==> config.mk <==
export PLATFORM = sky130hd
export DESIGN_NAME = kmvs_ctrl
export DESIGN_NICKNAME = d
export VERILOG_FILES = /design/src/hw/rtl/kmvs_pkg.sv /design/src/hw/rtl/kmvs_ctrl.sv
export SDC_FILE = /design/constraint.sdc
export NUM_CORES = 1
export LEC_CHECK = 0
export BUFFER_PORTS_ARGS = -buffer_cell sky130_fd_sc_hd__buf_2
export CORE_MARGIN = 1.5
export CORE_UTILIZATION = 56
export CTS_BUF_LIST = sky130_fd_sc_hd__clkbuf_4
export DETAILED_ROUTE_END_ITERATION = 16
export PLACE_DENSITY = 0.82
export SYNTH_ARGS = -nofsm -noshare
export SYNTH_HDL_FRONTEND = slang
export SYNTH_SLANG_ARGS = --single-unit
==> constraint.sdc <==
create_clock -name i_clk -period 2.4 [get_ports i_clk]
set_input_delay 0.24 -clock i_clk [delete_from_list [all_inputs] [get_ports i_clk]]
set_output_delay 0.24 -clock i_clk [all_outputs]
set_load 0.02 [all_outputs]
==> src/hw/rtl/kmvs_pkg.sv <==
package kmvs_pkg;

    // Default capacity of one city set
    localparam int MAX_CITIES_DEF = 32;

    // Field widths
    localparam int COORD_W  = 20;
    localparam int COST_W   = 30;
    localparam int NODE_W   = 6;
    localparam int LINK_W   = 5;
    localparam int DIST_W   = COORD_W + 1;
    localparam int RSUM_W   = COST_W + 1;
    localparam int WEIGHT_W = DIST_W + RSUM_W;
    localparam int KEY_W    = WEIGHT_W + 2 * NODE_W;
    localparam int TOTAL_W  = 59;

    // Result kinds
    typedef enum logic [1:0] {
        KIND_TOTAL   = 2'd0,
        KIND_STATION = 2'd1,
        KIND_LINK    = 2'd2
    } t_kind;

    // Controller states
    typedef enum logic [3:0] {
        ST_LOAD,
        ST_INIT,
        ST_SCAN,
        ST_DRAIN,
        ST_PICK,
        ST_FETCH,
        ST_LATCH,
        ST_TOTAL,
        ST_ENEXT,
        ST_ESCAN,
        ST_EDRAIN,
        ST_EMIT,
        ST_DONE
    } t_state;

    // Controller to datapath
    typedef struct packed {
        logic              load;
        logic              run_init;
        logic              scan_issue;
        logic              pick;
        logic              fetch;
        logic              latch_v;
        logic              emit_total;
        logic              class_reset;
        logic              escan_init;
        logic              escan_issue;
        logic              emit_edge;
        logic              sel_link;
        logic              last_item;
        logic              clear_count;
        logic [NODE_W-1:0] node;
    } t_cmd;

    // Datapath to controller
    typedef struct packed {
        logic [NODE_W-1:0] count;
        logic [NODE_W-1:0] station_cnt;
        logic [NODE_W-1:0] link_cnt;
        logic              busy;
        logic              out_free;
    } t_status;

endpackage

==> src/hw/rtl/kmvs_ctrl.sv <==
module kmvs_ctrl (
    input  logic              i_clk,
    input  logic              i_rst_n,
    input  logic              i_in_valid,
    input  logic              i_last,
    input  kmvs_pkg::t_status i_status,
    output logic              o_in_stall,
    output kmvs_pkg::t_cmd    o_cmd
);

    kmvs_pkg::t_state r_state, n_state;
    logic [kmvs_pkg::NODE_W-1:0] r_node, n_node;
    logic [kmvs_pkg::NODE_W-1:0] r_round, n_round;
    logic [kmvs_pkg::NODE_W-1:0] r_ecnt, n_ecnt;
    logic                        r_cls, n_cls;
    logic [kmvs_pkg::NODE_W-1:0] ecnt_inc;

    assign ecnt_inc = r_ecnt + kmvs_pkg::NODE_W'(1);

    // State and counters
    always_ff @(posedge i_clk) begin
        if (!i_rst_n) begin
            r_state <= kmvs_pkg::ST_LOAD;
            r_node  <= '0;
            r_round <= '0;
            r_ecnt  <= '0;
            r_cls   <= 1'b0;
        end else begin
            r_state <= n_state;
            r_node  <= n_node;
            r_round <= n_round;
            r_ecnt  <= n_ecnt;
            r_cls   <= n_cls;
        end
    end

    // Next state and commands
    always_comb begin
        n_state    = r_state;
        n_node     = r_node;
        n_round    = r_round;
        n_ecnt     = r_ecnt;
        n_cls      = r_cls;
        o_cmd      = '0;
        o_cmd.node = r_node;
        o_cmd.sel_link = r_cls;
        o_in_stall = 1'b1;
        unique case (r_state)
            kmvs_pkg::ST_LOAD: begin
                o_in_stall = 1'b0;
                o_cmd.load = i_in_valid;
                if (i_in_valid && i_last) begin
                    n_state = kmvs_pkg::ST_INIT;
                end
            end
            kmvs_pkg::ST_INIT: begin
                o_cmd.run_init = 1'b1;
                n_round = '0;
                n_node  = kmvs_pkg::NODE_W'(1);
                n_state = kmvs_pkg::ST_SCAN;
            end
            // one city per cycle into the relax pipeline
            kmvs_pkg::ST_SCAN: begin
                o_cmd.scan_issue = 1'b1;
                if (r_node == i_status.count) begin
                    n_state = kmvs_pkg::ST_DRAIN;
                end else begin
                    n_node = r_node + kmvs_pkg::NODE_W'(1);
                end
            end
            kmvs_pkg::ST_DRAIN: begin
                if (!i_status.busy) begin
                    n_state = kmvs_pkg::ST_PICK;
                end
            end
            kmvs_pkg::ST_PICK: begin
                o_cmd.pick = 1'b1;
                n_round = r_round + kmvs_pkg::NODE_W'(1);
                if (n_round == i_status.count) begin
                    n_state = kmvs_pkg::ST_TOTAL;
                end else begin
                    n_state = kmvs_pkg::ST_FETCH;
                end
            end
            kmvs_pkg::ST_FETCH: begin
                o_cmd.fetch = 1'b1;
                n_state = kmvs_pkg::ST_LATCH;
            end
            kmvs_pkg::ST_LATCH: begin
                o_cmd.latch_v = 1'b1;
                n_node  = kmvs_pkg::NODE_W'(1);
                n_state = kmvs_pkg::ST_SCAN;
            end
            kmvs_pkg::ST_TOTAL: begin
                if (i_status.out_free) begin
                    o_cmd.emit_total = 1'b1;
                    n_cls   = 1'b0;
                    n_ecnt  = '0;
                    n_state = kmvs_pkg::ST_ENEXT;
                end
            end
            // pick next class or next edge to emit, or finish once both classes are sent
            kmvs_pkg::ST_ENEXT: begin
                priority if (!r_cls && r_ecnt == i_status.station_cnt) begin
                    o_cmd.class_reset = 1'b1;
                    n_cls  = 1'b1;
                    n_ecnt = '0;
                end else if (r_cls && r_ecnt == i_status.link_cnt) begin
                    n_state = kmvs_pkg::ST_DONE;
                end else begin
                    o_cmd.escan_init = 1'b1;
                    n_node  = kmvs_pkg::NODE_W'(1);
                    n_state = kmvs_pkg::ST_ESCAN;
                end
            end
            kmvs_pkg::ST_ESCAN: begin
                o_cmd.escan_issue = 1'b1;
                if (r_node == i_status.count) begin
                    n_state = kmvs_pkg::ST_EDRAIN;
                end else begin
                    n_node = r_node + kmvs_pkg::NODE_W'(1);
                end
            end
            kmvs_pkg::ST_EDRAIN: begin
                if (!i_status.busy) begin
                    n_state = kmvs_pkg::ST_EMIT;
                end
            end
            kmvs_pkg::ST_EMIT: begin
                o_cmd.last_item = r_cls ? (ecnt_inc == i_status.link_cnt)
                                        : (ecnt_inc == i_status.station_cnt &&
                                           i_status.link_cnt == '0);
                if (i_status.out_free) begin
                    o_cmd.emit_edge = 1'b1;
                    n_ecnt  = ecnt_inc;
                    n_state = kmvs_pkg::ST_ENEXT;
                end
            end
            kmvs_pkg::ST_DONE: begin
                o_cmd.clear_count = 1'b1;
                n_state = kmvs_pkg::ST_LOAD;
            end
            default: begin
                n_state = kmvs_pkg::ST_LOAD;
            end
        endcase
    end

endmodule

==> out/results.ini <==
[detailed_routing]
vias = 2017
avgViaCountPerCell = 5.779
dr.pass1.iters = 4
routed_wl_um = 4832
drc = 0
wl_per_cell_um = 13.85
drt-initial-drc-count = 152
ant_nets = 0

[grt]
track_usage_pct = 24.67
grt_pass1_vias = 1758
antenna_found_initial = 0
grt_max_degree = 14
grt_pass1_wl_um = 8010
gr-total-overflow = 0

[setup_path]
crit_path_max_incr_delay_ps = 540
required_ps = 2160
end_kind = output port
path_cells = xor2_1 -> or4_4 -> or3_4 -> inv_1 -> buf_2
worstPathMaxFanout = 7
critical_path_class = register to output port
worstPathArrival_ps = 2060
startpoint_type = register
slowest_stage = or4_4

[clocking]
clkTransAtPathRegs_ps = 150
clock-root-buffer = clkbuf_4
cts_hold_buf = 0
cts_buffers = 3
clock_path_buffers = 2
htree_num_levels = 1
cts_tree = built
cts_setup_buffers = 0
cts.sinks = 23
clock_latency_ps = 330

[sta]
hold_viol = 0
post-route-period-util_pct = 95.92
tightest_slew_ps = 860.1
maxSlewViolCount = 0
max_slew_margin_pct = 42.27
skew_ps = 13.60
clock.fmax_mhz = 434.4
setup-violations-final = 0
fin_hold_ws_ps = 243.8
layout_min_cycle_time_ps = 2302

[power]
ir_worst_vdd_v = 0.0004171
p_leak_nw = 0.9436
p_total_mw = 1.137
power_density_nw_per_um2 = 503.7

[die]
pin_count = 45
core_region_area_um2 = 3363
die_y_um = 62.23
die_x_um = 62.23
rows = 21
initial_utilization_pct = 58.41
die_area_um2 = 3872

[final_layout]
ff_latch_area_um2 = 465.4
final_cell_mix = buf_2 (44), nand2_1 (20), nand3_1 (19), xor2_1 (19), dfxtp_1 (19)
final_nets = 331
n_antenna_cell = 0
area_growth_pct = 14.90
final_layout_size_suffix_gt1_share_pct = 21.12
multi_input_area_um2 = 1415
n_fill_cell = 306
final_common_cell = buf_2
fin_area_um2 = 2257

[logic_synthesis]
synth_cell_types = 54
yosysWarnings = 0
netlist_area_um2 = 1964
syn_inst = 264
synth_largest_area_cell = dfxtp_1
synth.avg_cell_area_um2 = 7.441
async_flop_share_pct = 0
synth_edf_count = 0
synth_area_leaders = dfxtp_1 (23%), xor2_1 (8.5%), xnor2_1 (5.8%)
yosysTopAreaCellShare_pct = 23.44
syn_nets = 291
yosys_register_bits = 23
yosysSeqAreaShare_pct = 23.44
ys.flop_type = dfxtp_1

[placement]
gp_congestion = 0.8787
dp_hpwl_um = 3701
io_buffers = 44
placed_cell_area_um2 = 2208

[worst_hold_path]
hold_path.class = input port to register

[flow_run]
cap_violations = 0

[run_status]
status = completed

-- kinds of logic (layout without fill, tap and decap cells) --
group / after synthesis / in the layout / synth area share (%)
AND/OR/NAND/NOR: 116 / 116 / 32.23
AO/OA/AOI/OAI: 64 / 64 / 21.72
XOR/XNOR: 32 / 32 / 14.27
buffers and inverters: 24 / 63 / 5.350
flip-flops: 23 / 23 / 23.44
adder cells (fa/ha/maj): 3 / 3 / 1.911
multiplexers: 2 / 2 / 1.083
-- flip-flops by register name, indices dropped and copies added (netlist names) --
| signal | count |
|---|---|
| r_cls | 1 |
| r_ecnt | 6 |
| r_node | 6 |
| r_round | 6 |
| r_state | 4 |
-- power by group --
part / total [mW] / leakage, nW / switching, mW / internal (mW)
logic: 0.492 / 0.738 / 0.293 / 0.198
clock network: 0.195 / 0.0177 / 0.133 / 0.0626
registers: 0.450 / 0.188 / 0.0475 / 0.403
total: 1.14 / 0.944 / 0.473 / 0.663
-- per-stage QoR --
step / utilization, % / instances / worst slack (ps) / TNS, ps
floorplan: - / 264 / 377.6 / 0
global placement: 65.66 / 345 / 234.9 / 0
detailed placement: 65.66 / 345 / 212.1 / 0
CTS: 66.78 / 349 / 46.57 / 0
global route: 67.11 / 349 / -10.06 / -18.52
finish: 67.11 / 349 / 97.87 / 0
-- final timing paths --
path / from / endpoint / slack [ps] / cells after the start
worst max-delay path: r_ecnt[4] / o_cmd[12] / 100 / 5
worst min-delay path: i_rst_n / r_state[2] / 240 / 2
worst max register to register: r_ecnt[4] / r_ecnt[3] / 210 / 5
worst min register to register: r_round[4] / r_round[4] / 530 / 2
-- worst max-delay path, delay by kind of cell (launching register included) --
kind          cells  cell delay (ps)
xor+xnor          1              200
buf+inv           2              210
flops             1              390
simple gates      2              930
-- metal layers --
layer / wire [um] / vias up / global-route usage, %
met1: 2427 / 924 / 35.62
met4: 14 / 0 / 3.056
met3: 255 / 2 / 5.072
met2: 2134 / 51 / 39.13
li1: - / 1040 / -
met5: 0 / - / 0
-- cells in the mapped netlist, types with 7 or more instances --
library cell	n
nand2_1	20
xnor2_1	13
o21ai_0	9
inv_1	11
nor2_1	18
nand2b_1	7
nand3_1	19
nor3_1	8
clkbuf_1	8
a21oi_1	18
xor2_1	19
dfxtp_1	23
-- what timing repair did --
item / in CTS / in global routing
setup endpoints to repair: 2 / 5
endpoints found under the hold margin: 0 / 0
pin swaps: 0 / 0
resized for setup: 5 / 3
-- area by class of cell --
cell class                      instances  area share (%)
Multi-Input combinational cell        217           62.69
Sequential cell                        23           20.62
Timing Repair Buffer                   48           11.09
Tap cell                               46           2.550
Inverter                               11           1.829
Clock buffer                            3          0.9978
Clock inverter                          1          0.2217
Note: power is estimated with default switching activity, not from simulation.
